===== src/hw/rtl/abkf_pkg.sv =====
// shared types, constants and step decode for the angle and bias kalman filter
// no dependencies
package abkf_pkg;

    localparam int ABKF_DATA_WIDTH = 32;
    localparam int ABKF_ADDR_WIDTH = 4;
    localparam int ABKF_NOISE_WIDTH = 31;

    localparam logic [30:0] RESET_ANGLE_NOISE = 31'd16777;
    localparam logic [30:0] RESET_BIAS_NOISE  = 31'd50332;
    localparam logic [30:0] RESET_MEAS_NOISE  = 31'd503316;

    localparam logic [1:0] REG_ANGLE_NOISE = 2'd0;
    localparam logic [1:0] REG_BIAS_NOISE  = 2'd1;
    localparam logic [1:0] REG_MEAS_NOISE  = 2'd2;

    localparam logic ACTION_UPDATE = 1'b0;
    localparam logic ACTION_SET    = 1'b1;

    // update sequence, one shared-unit or alu operation per step
    localparam logic [3:0] STEP_RATE     = 4'd0;
    localparam logic [3:0] STEP_ANGLE    = 4'd1;
    localparam logic [3:0] STEP_T        = 4'd2;
    localparam logic [3:0] STEP_CROSS    = 4'd3;
    localparam logic [3:0] STEP_P00      = 4'd4;
    localparam logic [3:0] STEP_P11      = 4'd5;
    localparam logic [3:0] STEP_INNOV    = 4'd6;
    localparam logic [3:0] STEP_K0       = 4'd7;
    localparam logic [3:0] STEP_K1       = 4'd8;
    localparam logic [3:0] STEP_CORR_A   = 4'd9;
    localparam logic [3:0] STEP_CORR_B   = 4'd10;
    localparam logic [3:0] STEP_SHR_P10  = 4'd11;
    localparam logic [3:0] STEP_SHR_P11  = 4'd12;
    localparam logic [3:0] STEP_SHR_P01  = 4'd13;
    localparam logic [3:0] STEP_SHR_P00  = 4'd14;
    localparam logic [3:0] STEP_LAST     = STEP_SHR_P00;

    typedef enum logic [1:0] {
        KIND_ALU,
        KIND_MUL,
        KIND_DIV
    } step_kind_t;

    typedef struct packed {
        logic                action;
        logic signed [31:0]  new_angle;
        logic signed [31:0]  new_rate;
        logic [23:0]         time_step;
    } in_word_t;

    typedef struct packed {
        logic signed [31:0]  angle_estimate;
        logic signed [31:0]  unbiased_rate;
    } out_word_t;

    typedef struct packed {
        logic        load;
        logic        set_angle;
        logic        start_mul;
        logic        start_div;
        logic        wb;
        logic        publish;
        logic [3:0]  step;
    } dp_cmd_t;

    typedef struct packed {
        logic  is_set;
        logic  mul_done;
        logic  div_done;
    } dp_status_t;

    function automatic step_kind_t step_kind(input logic [3:0] step);
        step_kind_t k;
        case (step)
            STEP_RATE, STEP_CROSS, STEP_INNOV: k = KIND_ALU;
            STEP_K0, STEP_K1:                  k = KIND_DIV;
            default:                           k = KIND_MUL;
        endcase
        return k;
    endfunction

endpackage


===== src/hw/rtl/abkf_mul.sv =====
// multi-cycle unsigned multiplier, 16 bits of the first operand per cycle
// depends on nothing
module abkf_mul #(
    parameter int MW = 32
) (
    input  logic              clk,
    input  logic              rst_n,
    input  logic              start,
    input  logic [MW-1:0]     a,
    input  logic [MW-1:0]     b,
    output logic [2*MW-1:0]   prod,
    output logic              done
);
    localparam int NCH = (MW + 15) / 16;
    localparam int AP = NCH * 16;
    localparam int PW = AP + MW;
    localparam int CW = $clog2(NCH + 1);

    logic [AP-1:0]    a_reg;
    logic [MW-1:0]    b_reg;
    logic [PW-1:0]    acc_reg;
    logic [CW-1:0]    cnt_reg;
    logic             busy_reg;
    logic             done_reg;
    logic [MW+15:0]   pp;

    assign pp = (MW+16)'(a_reg[AP-1 -: 16]) * (MW+16)'(b_reg);

    always_ff @(posedge clk or negedge rst_n)
    begin
        if (!rst_n)
        begin
            busy_reg <= 1'b0;
            done_reg <= 1'b0;
            cnt_reg  <= '0;
        end
        else
        begin
            done_reg <= busy_reg && (cnt_reg == CW'(1));
            if (start)
            begin
                busy_reg <= 1'b1;
                cnt_reg  <= CW'(NCH);
            end
            else if (busy_reg)
            begin
                cnt_reg <= cnt_reg - CW'(1);
                if (cnt_reg == CW'(1))
                begin
                    busy_reg <= 1'b0;
                end
            end
        end
    end

    always_ff @(posedge clk)
    begin
        if (start)
        begin
            a_reg   <= AP'(a);
            b_reg   <= b;
            acc_reg <= '0;
        end
        else if (busy_reg)
        begin
            a_reg   <= a_reg << 16;
            acc_reg <= (acc_reg << 16) + PW'(pp);
        end
    end

    assign prod = acc_reg[2*MW-1:0];
    assign done = done_reg;

endmodule


===== src/hw/rtl/abkf_div.sv =====
// restoring divider, one quotient bit per cycle
// depends on nothing
module abkf_div #(
    parameter int NW = 56,
    parameter int DW = 34
) (
    input  logic            clk,
    input  logic            rst_n,
    input  logic            start,
    input  logic [NW-1:0]   n,
    input  logic [DW-1:0]   d,
    output logic [NW-1:0]   q,
    output logic            done
);
    localparam int CW = $clog2(NW + 1);

    logic [NW-1:0]  n_reg;
    logic [NW-1:0]  q_reg;
    logic [DW-1:0]  d_reg;
    logic [DW-1:0]  rem_reg;
    logic [CW-1:0]  cnt_reg;
    logic           busy_reg;
    logic           done_reg;
    logic [DW:0]    trial;
    logic           ge;

    assign trial = {rem_reg, n_reg[NW-1]};
    assign ge = trial >= {1'b0, d_reg};

    always_ff @(posedge clk or negedge rst_n)
    begin
        if (!rst_n)
        begin
            busy_reg <= 1'b0;
            done_reg <= 1'b0;
            cnt_reg  <= '0;
        end
        else
        begin
            done_reg <= busy_reg && (cnt_reg == CW'(1));
            if (start)
            begin
                busy_reg <= 1'b1;
                cnt_reg  <= CW'(NW);
            end
            else if (busy_reg)
            begin
                cnt_reg <= cnt_reg - CW'(1);
                if (cnt_reg == CW'(1))
                begin
                    busy_reg <= 1'b0;
                end
            end
        end
    end

    always_ff @(posedge clk)
    begin
        if (start)
        begin
            n_reg   <= n;
            d_reg   <= d;
            rem_reg <= '0;
            q_reg   <= '0;
        end
        else if (busy_reg)
        begin
            n_reg   <= n_reg << 1;
            rem_reg <= ge ? DW'(trial - {1'b0, d_reg}) : trial[DW-1:0];
            q_reg   <= {q_reg[NW-2:0], ge};
        end
    end

    assign q = q_reg;
    assign done = done_reg;

endmodule


===== src/hw/rtl/abkf_dp.sv =====
// datapath: filter state, working registers, shared multiplier and divider
// depends on abkf_pkg, abkf_mul, abkf_div
module abkf_dp
    import abkf_pkg::*;
#(
    parameter int DATA_WIDTH = ABKF_DATA_WIDTH
) (
    input  logic         clk,
    input  logic         rst_n,
    input  dp_cmd_t      cmd,
    output dp_status_t   status,
    input  in_word_t     item,
    input  logic [30:0]  angle_noise,
    input  logic [30:0]  bias_noise,
    input  logic [30:0]  meas_noise,
    output out_word_t    result
);
    localparam int W  = DATA_WIDTH;
    localparam int MW = (W > 31) ? W : 31;
    localparam int XW = 2 * MW;
    localparam int NW = W + 24;
    localparam int SW = MW + 2;
    localparam int AW = MW + 4;

    localparam logic signed [AW-1:0] HI   = {{(AW-W+1){1'b0}}, {(W-1){1'b1}}};
    localparam logic signed [AW-1:0] LO   = ~HI;
    localparam logic [XW-1:0]        MHI  = {{(XW-W+1){1'b0}}, {(W-1){1'b1}}};
    localparam logic signed [AW-1:0] HI32 = AW'(32'sh7fffffff);
    localparam logic signed [AW-1:0] LO32 = ~HI32;

    function automatic logic signed [W-1:0] sat_s(input logic signed [AW-1:0] v);
        logic signed [W-1:0] r;
        if (v > HI)
        begin
            r = HI[W-1:0];
        end
        else if (v < LO)
        begin
            r = LO[W-1:0];
        end
        else
        begin
            r = v[W-1:0];
        end
        return r;
    endfunction

    function automatic logic signed [W-1:0] sat_m(input logic [XW-1:0] m, input logic neg);
        logic signed [W-1:0] r;
        if (m > MHI)
        begin
            r = neg ? LO[W-1:0] : HI[W-1:0];
        end
        else
        begin
            r = neg ? -m[W-1:0] : m[W-1:0];
        end
        return r;
    endfunction

    function automatic logic signed [AW-1:0] ext(input logic signed [W-1:0] v);
        return AW'(v);
    endfunction

    function automatic logic [MW-1:0] mag(input logic signed [W-1:0] v);
        logic [W-1:0] u;
        u = v[W-1] ? (~v + W'(1)) : v;
        return MW'(u);
    endfunction

    function automatic logic signed [31:0] sat32(input logic signed [AW-1:0] v);
        logic signed [31:0] r;
        if (v > HI32)
        begin
            r = HI32[31:0];
        end
        else if (v < LO32)
        begin
            r = LO32[31:0];
        end
        else
        begin
            r = v[31:0];
        end
        return r;
    endfunction

    logic signed [31:0]    meas_reg;
    logic signed [31:0]    grate_reg;
    logic [23:0]           dt_reg;
    logic                  is_set_reg;
    logic signed [W-1:0]   angle_reg, bias_reg, rate_reg;
    logic signed [W-1:0]   p00_reg, p01_reg, p10_reg, p11_reg;
    logic signed [W-1:0]   t_reg, x_reg, y_reg, k0_reg, k1_reg;
    logic signed [SW-1:0]  s_reg;
    out_word_t             result_reg;

    logic [MW-1:0]         mul_a, mul_b;
    logic                  mul_neg;
    logic [XW-1:0]         mul_prod;
    logic                  mul_done;
    logic [XW-1:0]         mul_shifted;
    logic signed [W-1:0]   mres;
    logic [NW-1:0]         div_n;
    logic                  div_neg;
    logic [NW-1:0]         div_q;
    logic                  div_done;
    logic signed [W-1:0]   dres;
    logic                  s_pos;

    logic signed [AW-1:0]  qa_ext, meas_ext, grate_ext;
    logic signed [SW-1:0]  s_calc;

    assign qa_ext    = signed'(AW'(angle_noise));
    assign meas_ext  = AW'(meas_reg);
    assign grate_ext = AW'(grate_reg);
    assign s_calc    = SW'(p00_reg) + signed'(SW'(meas_noise));
    assign s_pos     = !s_reg[SW-1] && (s_reg != '0);

    // operand select for the shared multiplier
    always_comb
    begin
        mul_a   = MW'(dt_reg);
        mul_b   = mag(rate_reg);
        mul_neg = rate_reg[W-1];
        case (cmd.step)
            STEP_ANGLE:
            begin
                mul_b   = mag(rate_reg);
                mul_neg = rate_reg[W-1];
            end
            STEP_T:
            begin
                mul_b   = mag(p11_reg);
                mul_neg = p11_reg[W-1];
            end
            STEP_P00:
            begin
                mul_b   = mag(x_reg);
                mul_neg = x_reg[W-1];
            end
            STEP_P11:
            begin
                mul_b   = MW'(bias_noise);
                mul_neg = 1'b0;
            end
            STEP_CORR_A:
            begin
                mul_a   = mag(k0_reg);
                mul_b   = mag(y_reg);
                mul_neg = k0_reg[W-1] ^ y_reg[W-1];
            end
            STEP_CORR_B:
            begin
                mul_a   = mag(k1_reg);
                mul_b   = mag(y_reg);
                mul_neg = k1_reg[W-1] ^ y_reg[W-1];
            end
            STEP_SHR_P10:
            begin
                mul_a   = mag(k1_reg);
                mul_b   = mag(p00_reg);
                mul_neg = k1_reg[W-1] ^ p00_reg[W-1];
            end
            STEP_SHR_P11:
            begin
                mul_a   = mag(k1_reg);
                mul_b   = mag(p01_reg);
                mul_neg = k1_reg[W-1] ^ p01_reg[W-1];
            end
            STEP_SHR_P01:
            begin
                mul_a   = mag(k0_reg);
                mul_b   = mag(p01_reg);
                mul_neg = k0_reg[W-1] ^ p01_reg[W-1];
            end
            STEP_SHR_P00:
            begin
                mul_a   = mag(k0_reg);
                mul_b   = mag(p00_reg);
                mul_neg = k0_reg[W-1] ^ p00_reg[W-1];
            end
            default:
            begin
                mul_a   = MW'(dt_reg);
            end
        endcase
    end

    always_comb
    begin
        case (cmd.step)
            STEP_ANGLE:  mul_shifted = mul_prod >> 16;
            STEP_CORR_B: mul_shifted = mul_prod >> 32;
            default:     mul_shifted = mul_prod >> 24;
        endcase
    end

    assign mres    = sat_m(mul_shifted, mul_neg);
    assign div_neg = (cmd.step == STEP_K1) ? p10_reg[W-1] : p00_reg[W-1];
    assign div_n   = NW'((cmd.step == STEP_K1) ? mag(p10_reg) : mag(p00_reg)) << 24;
    assign dres    = s_pos ? sat_m(XW'(div_q), div_neg) : '0;

    abkf_mul #(
        .MW (MW)
    ) u_mul (
        .clk   (clk),
        .rst_n (rst_n),
        .start (cmd.start_mul),
        .a     (mul_a),
        .b     (mul_b),
        .prod  (mul_prod),
        .done  (mul_done)
    );

    abkf_div #(
        .NW (NW),
        .DW (SW)
    ) u_div (
        .clk   (clk),
        .rst_n (rst_n),
        .start (cmd.start_div),
        .n     (div_n),
        .d     (s_reg),
        .q     (div_q),
        .done  (div_done)
    );

    // filter state
    always_ff @(posedge clk or negedge rst_n)
    begin
        if (!rst_n)
        begin
            angle_reg <= '0;
            bias_reg  <= '0;
            rate_reg  <= '0;
            p00_reg   <= '0;
            p01_reg   <= '0;
            p10_reg   <= '0;
            p11_reg   <= '0;
        end
        else if (cmd.set_angle)
        begin
            angle_reg <= sat_s(meas_ext);
        end
        else if (cmd.wb)
        begin
            case (cmd.step)
                STEP_RATE:    rate_reg  <= sat_s(grate_ext - ext(bias_reg));
                STEP_ANGLE:   angle_reg <= sat_s(ext(angle_reg) + ext(mres));
                STEP_CROSS:
                begin
                    p01_reg <= sat_s(ext(p01_reg) - ext(t_reg));
                    p10_reg <= sat_s(ext(p10_reg) - ext(t_reg));
                end
                STEP_P00:     p00_reg   <= sat_s(ext(p00_reg) + ext(mres));
                STEP_P11:     p11_reg   <= sat_s(ext(p11_reg) + ext(mres));
                STEP_CORR_A:  angle_reg <= sat_s(ext(angle_reg) + ext(mres));
                STEP_CORR_B:  bias_reg  <= sat_s(ext(bias_reg) + ext(mres));
                STEP_SHR_P10: p10_reg   <= sat_s(ext(p10_reg) - ext(mres));
                STEP_SHR_P11: p11_reg   <= sat_s(ext(p11_reg) - ext(mres));
                STEP_SHR_P01: p01_reg   <= sat_s(ext(p01_reg) - ext(mres));
                STEP_SHR_P00: p00_reg   <= sat_s(ext(p00_reg) - ext(mres));
                default:
                begin
                end
            endcase
        end
    end

    // working registers
    always_ff @(posedge clk)
    begin
        if (cmd.load)
        begin
            meas_reg   <= item.new_angle;
            grate_reg  <= item.new_rate;
            dt_reg     <= item.time_step;
            is_set_reg <= (item.action == ACTION_SET);
        end
        if (cmd.publish)
        begin
            result_reg.angle_estimate <= sat32(ext(angle_reg));
            result_reg.unbiased_rate  <= sat32(ext(rate_reg));
        end
        if (cmd.wb)
        begin
            case (cmd.step)
                STEP_T:     t_reg <= mres;
                STEP_CROSS: x_reg <= sat_s(ext(t_reg) - ext(p01_reg) - ext(p10_reg) + qa_ext);
                STEP_INNOV:
                begin
                    s_reg <= s_calc;
                    y_reg <= sat_s(meas_ext - ext(angle_reg));
                end
                STEP_K0:    k0_reg <= dres;
                STEP_K1:    k1_reg <= dres;
                default:
                begin
                end
            endcase
        end
    end

    assign status.is_set   = is_set_reg;
    assign status.mul_done = mul_done;
    assign status.div_done = div_done;
    assign result = result_reg;

endmodule


===== src/hw/rtl/abkf_ctrl.sv =====
// controller: sequences the update steps and owns both handshakes
// depends on abkf_pkg
module abkf_ctrl
    import abkf_pkg::*;
(
    input  logic         clk,
    input  logic         rst_n,
    input  logic         item_valid,
    output logic         item_ready,
    output logic         result_valid,
    input  logic         result_ready,
    output dp_cmd_t      cmd,
    input  dp_status_t   status
);
    typedef enum logic [3:0] {
        ST_IDLE   = 4'b0001,
        ST_RUN    = 4'b0010,
        ST_WAIT   = 4'b0100,
        ST_FINISH = 4'b1000
    } state_t;

    state_t      state_reg, state_next;
    logic [3:0]  step_reg, step_next;
    logic        valid_reg, valid_next;

    always_comb
    begin
        state_next = state_reg;
        step_next  = step_reg;
        cmd        = '0;
        cmd.step   = step_reg;
        case (state_reg)
            ST_IDLE:
            begin
                if (item_valid)
                begin
                    cmd.load   = 1'b1;
                    step_next  = STEP_RATE;
                    state_next = ST_RUN;
                end
            end
            ST_RUN:
            begin
                if (status.is_set)
                begin
                    cmd.set_angle = 1'b1;
                    state_next    = ST_FINISH;
                end
                else
                begin
                    case (step_kind(step_reg))
                        KIND_MUL:
                        begin
                            cmd.start_mul = 1'b1;
                            state_next    = ST_WAIT;
                        end
                        KIND_DIV:
                        begin
                            cmd.start_div = 1'b1;
                            state_next    = ST_WAIT;
                        end
                        default:
                        begin
                            cmd.wb    = 1'b1;
                            step_next = step_reg + 4'd1;
                            if (step_reg == STEP_LAST)
                            begin
                                state_next = ST_FINISH;
                            end
                        end
                    endcase
                end
            end
            ST_WAIT:
            begin
                if (status.mul_done || status.div_done)
                begin
                    cmd.wb     = 1'b1;
                    step_next  = step_reg + 4'd1;
                    state_next = (step_reg == STEP_LAST) ? ST_FINISH : ST_RUN;
                end
            end
            ST_FINISH:
            begin
                if (!valid_reg)
                begin
                    cmd.publish = 1'b1;
                    state_next  = ST_IDLE;
                end
            end
            default:
            begin
                state_next = ST_IDLE;
            end
        endcase
    end

    always_comb
    begin
        valid_next = valid_reg;
        if (cmd.publish)
        begin
            valid_next = 1'b1;
        end
        else if (valid_reg && result_ready)
        begin
            valid_next = 1'b0;
        end
    end

    always_ff @(posedge clk or negedge rst_n)
    begin
        if (!rst_n)
        begin
            state_reg <= ST_IDLE;
            step_reg  <= STEP_RATE;
            valid_reg <= 1'b0;
        end
        else
        begin
            state_reg <= state_next;
            step_reg  <= step_next;
            valid_reg <= valid_next;
        end
    end

    assign item_ready   = (state_reg == ST_IDLE);
    assign result_valid = valid_reg;

endmodule


===== src/hw/rtl/angle_bias_kalman_filter_core.sv =====
// top level of the two-state angle and gyro bias kalman filter
// depends on abkf_pkg, abkf_ctrl, abkf_dp
//
//   channel   direction  handshake                     word
//   item      in         item_valid / item_ready       in_word_t
//   result    out        result_valid / result_ready   out_word_t
//   config    in         apb, pready tied high         31-bit noise registers
//
// one item at a time: item_ready is high only while idle, so the next item waits until
// the last one has been published to the output register
// asynchronous active-low reset clears state and covariance and loads the noise registers with their defaults
// a result waiting in the output register holds off only the finish of the next item

module angle_bias_kalman_filter_core
    import abkf_pkg::*;
#(
    parameter int DATA_WIDTH = ABKF_DATA_WIDTH
) (
    input  logic                        clk,
    input  logic                        rst_n,
    input  logic                        item_valid,
    output logic                        item_ready,
    input  in_word_t                    item,
    output logic                        result_valid,
    input  logic                        result_ready,
    output out_word_t                   result,
    input  logic                        psel,
    input  logic                        penable,
    input  logic                        pwrite,
    input  logic [ABKF_ADDR_WIDTH-1:0]  paddr,
    input  logic [31:0]                 pwdata,
    output logic [31:0]                 prdata,
    output logic                        pready
);
    logic [30:0]  angle_noise_reg;
    logic [30:0]  bias_noise_reg;
    logic [30:0]  meas_noise_reg;
    logic [1:0]   reg_index;
    dp_cmd_t      cmd;
    dp_status_t   status;

    assign reg_index = paddr[3:2];
    assign pready = 1'b1;

    always_ff @(posedge clk or negedge rst_n)
    begin
        if (!rst_n)
        begin
            angle_noise_reg <= RESET_ANGLE_NOISE;
            bias_noise_reg  <= RESET_BIAS_NOISE;
            meas_noise_reg  <= RESET_MEAS_NOISE;
        end
        else if (psel && penable && pwrite)
        begin
            case (reg_index)
                REG_ANGLE_NOISE: angle_noise_reg <= pwdata[30:0];
                REG_BIAS_NOISE:  bias_noise_reg  <= pwdata[30:0];
                REG_MEAS_NOISE:  meas_noise_reg  <= pwdata[30:0];
                default:
                begin
                end
            endcase
        end
    end

    always_comb
    begin
        case (reg_index)
            REG_ANGLE_NOISE: prdata = {1'b0, angle_noise_reg};
            REG_BIAS_NOISE:  prdata = {1'b0, bias_noise_reg};
            REG_MEAS_NOISE:  prdata = {1'b0, meas_noise_reg};
            default:         prdata = '0;
        endcase
    end

    abkf_ctrl u_ctrl (
        .clk          (clk),
        .rst_n        (rst_n),
        .item_valid   (item_valid),
        .item_ready   (item_ready),
        .result_valid (result_valid),
        .result_ready (result_ready),
        .cmd          (cmd),
        .status       (status)
    );

    abkf_dp #(
        .DATA_WIDTH (DATA_WIDTH)
    ) u_dp (
        .clk         (clk),
        .rst_n       (rst_n),
        .cmd         (cmd),
        .status      (status),
        .item        (item),
        .angle_noise (angle_noise_reg),
        .bias_noise  (bias_noise_reg),
        .meas_noise  (meas_noise_reg),
        .result      (result)
    );

endmodule


===== config.mk =====
export PLATFORM = sky130hd
export DESIGN_NAME = angle_bias_kalman_filter_core
export DESIGN_NICKNAME = d
export VERILOG_FILES = /design/src/hw/rtl/abkf_pkg.sv /design/src/hw/rtl/abkf_mul.sv /design/src/hw/rtl/abkf_div.sv /design/src/hw/rtl/abkf_dp.sv /design/src/hw/rtl/abkf_ctrl.sv /design/src/hw/rtl/angle_bias_kalman_filter_core.sv
export SDC_FILE = /design/constraint.sdc
export NUM_CORES = 2
export LEC_CHECK = 0
export ABC_CLOCK_PERIOD_IN_PS = 16300
export BUFFER_PORTS_ARGS = -buffer_cell sky130_fd_sc_hd__buf_2
export CORE_ASPECT_RATIO = 1.75
export CORE_MARGIN = 2
export CORE_UTILIZATION = 55
export CTS_CLUSTER_DIAMETER = 120
export DETAILED_ROUTE_END_ITERATION = 12
export PLACE_DENSITY = 0.72
export SYNTH_ARGS = -nofsm -noshare
export SYNTH_HDL_FRONTEND = slang
export SYNTH_HIERARCHICAL = 1
export SYNTH_SLANG_ARGS = --single-unit
export TNS_END_PERCENT = 50

===== constraint.sdc =====
create_clock -name clk -period 16.3 [get_ports clk]
set_input_delay 0.815 -clock clk [delete_from_list [all_inputs] [get_ports clk]]
set_output_delay 0.815 -clock clk [all_outputs]
set_load 0.01 [all_outputs]

==> impl_metrics.json <==
{
  "result_of_the_run": "finished, final reports clean",
  "numPortBuffers": 225,
  "drt_pass1_iterations": 6,
  "timing.critical_path.to_type": "register",
  "postCtsResizedCells": 0,
  "final_hold_viol_count": 0,
  "routed-wl-met3_um": 24800,
  "cts_buffer_depth": 3,
  "nets": 11800,
  "critPathSlowestCell": "dfrtp_1",
  "finalWorstSetupSlack_ns": 5.65,
  "ioPinCount": 231,
  "synth.distinct_cells": 116,
  "grt_overflow": 0,
  "clock_tree_from_tritoncts": "done",
  "number_of_pins_exceeding_their_max_slew_limit_in_the_final_report": 0,
  "num_rows": 199,
  "postRouteWirelength_um": 348000,
  "cts-root-buf": "clkbuf_16",
  "chipWidth_um": 315,
  "yosys-top-cells-count": "inv_1 (1010), nand2_1 (1003), a21oi_1 (901)",
  "hold_path_class": "in2async",
  "area_growth_syn_to_layout_pct": 7.60,
  "crit_path_class": "reg2reg",
  "antenna_violations_before_repair": 26,
  "synth.top_cell.area_share_pct": 16.2,
  "dieArea_sq_mm": 0.172,
  "depth_of_the_cts_h_tree": 3,
  "post-route-drc-count": 0,
  "synth.most_common_cell": "inv_1",
  "post_route_cells_drive_above_1_share_pct": 8.78,
  "clock_latency_ns": 0.78,
  "post_synth.cell_area_avg_sq_um": 8.86,
  "routedWlPerCell_um": 27.2,
  "timing.final.crit_period_ns": 10.65,
  "routedLengthMet1_um": 120000,
  "grt_max_degree": 123,
  "drv_cap": 0,
  "globalRouteTotalUtil_pct": 39.8,
  "synthFlopType": "edfxtp_1",
  "tritoncts_num_sinks": 992,
  "final.fill_count": 14800,
  "dp_hpwl_um": 271000,
  "grt_pass1_vias": 81900,
  "pre_cts_slack_ns": 5.86,
  "number_of_flops_mapped_to_enable_cells_by_yosys": 500,
  "setup_skew_after_layout_ns": 0.0472,
  "cts_hold_buffers": 0,
  "drt_first_iter_violations": 7488,
  "seq_area_frac_synth_pct": 28.6,
  "core_region_area_sq_mm": 0.168,
  "syn-instance-count": 10500,
  "rsz0062_at_grt": "false",
  "route.top_layer_used": "met5",
  "floorplan.initialDensity_pct": 55.4,
  "grt_first_pass_wirelength_um": 512000,
  "final-setup-viol-count": 0,
  "vias_per_cell": 6.40,
  "synth-warning-count": 6,
  "dieHeight_um": 548,
  "worst_slew_margin_rel_pct": 4.78,
  "cts_setup_buffers": 0,
  "worst-path-max-fanout": 34,
  "worst_path_largest_cell_delay_ns": 0.95,
  "post_synth_main_area_contributors": "edfxtp_1 (16%), fa_1 (11%), ha_1 (8.9%)",
  "route.met2.wl_um": 166000,
  "cts_made_buffers": 102,
  "mappedNetlistArea_sq_mm": 0.0929,
  "yosys_register_bits": 992,
  "path_clk_slew_ns": 0.07,
  "timing.critical_path.arrival_ns": 11.23,
  "post_synthesis_cell_type_with_the_largest_combined_area": "edfxtp_1",
  "cp-start-kind": "register",
  "ff2ff_setup_slack_ns": 5.65,
  "path_common_cell": "buf_4",
  "worst_ep_required_time_ns": 16.89,
  "fin_tns_setup_ns": 0,
  "tightestPinTransition_ns": 1.43,
  "ant_nets": 0,
  "async_flop_share_pct": 34.1,
  "vias": 81800,
  "globalplace.congestion": 1.04,
  "max_clock_freq_mhz": 93.9,
  "fin_crit_sh_pct": 65.3
}
[worst paths after layout]
| kind | depth (start not counted) | startpoint | to |
|---|---|---|---|
| max | 28 | u_ctrl/step_reg[0] | u_dp/p01_reg[17] |
| min | 1 | rst_n | angle_noise_reg[26] |
| max reg2reg | 28 | u_ctrl/step_reg[0] | u_dp/p01_reg[17] |
| min reg2reg | 0 | u_dp/s_reg[30] | u_dp/u_div/d_reg[30] |
| max in group asynchronous | 4 | rst_n | u_dp/angle_reg[18] |
| min in group clk | 1 | item[2] | u_dp/dt_reg[2] |
[metrics by stage]
stage	cells	util (%)	hold slack (ns)	cell area (sq um)
finish	12800	59.6	0.0712	100000
global route	12800	59.6	0.110	99900
CTS	12800	59.6	0.0763	99900
detailed placement	12600	57.4	0.436	96300
global placement	12600	57.4	0.436	96300
floorplan	10500	-	0.427	93000
[metal layers]
layer	GRT usage (%)	vias up
met3	6.33	1199
met5	0	-
li1	-	36600
met2	66.8	3607
met1	43.6	40400
met4	34.5	20
[cell type report]
| type | instances | area (sq um) | share of cell area, % |
|---|---|---|---|
| multi-input combinational | 7947 | 60700 | 60.7 |
| sequential | 992 | 26600 | 26.6 |
| inverter | 1013 | 3800 | 3.80 |
| tap | 2211 | 2770 | 2.77 |
| clock buffer | 123 | 2720 | 2.72 |
| timing repair buffer | 406 | 2510 | 2.51 |
| clock inverter | 71 | 903 | 0.904 |
| antenna | 17 | 42.5 | 0.0425 |
[cell usage in the layout, fill, tap and decap left out, drive strengths merged, types with 140 or more instances in the layout]
cell and instances:
fa 527, inv 1028, edfxtp 500, nor3 140, buf 406, nor2 739, nand3 143, xnor2 427
xor2 300, dfxtp 154, o21ai 535, a21o 229, o31ai 196, and2 266, mux2 169, dfrtp 315
ha 658, a21oi 902, nand2 1003
[worst max-delay path: cells and delay by family (launching register included)]
family	cells	cell delay, ns
xor+xnor	2	0.45
buf+inv	4	1.17
fa+ha+maj	2	0.73
simple gates	11	4.96
flops	1	0.95
compound gates	9	2.15
[cell families (layout without fill, tap and decap cells)]
family / count (synthesis) / count (layout) / synth area share [%]
xor+xnor: 727 / 727 / 6.85
fa+ha+maj: 1209 / 1209 / 20.5
other cells: 3 / 43 / 0.0121
mux: 302 / 302 / 3.60
flops: 992 / 992 / 28.6
compound gates: 2782 / 2782 / 19.2
buf+inv: 1572 / 1613 / 6.48
simple gates: 2901 / 2901 / 14.8
Power is left out: the tool's default activity adds up to more than one toggle a clock period on the data nets, which glitch-free logic cannot reach.
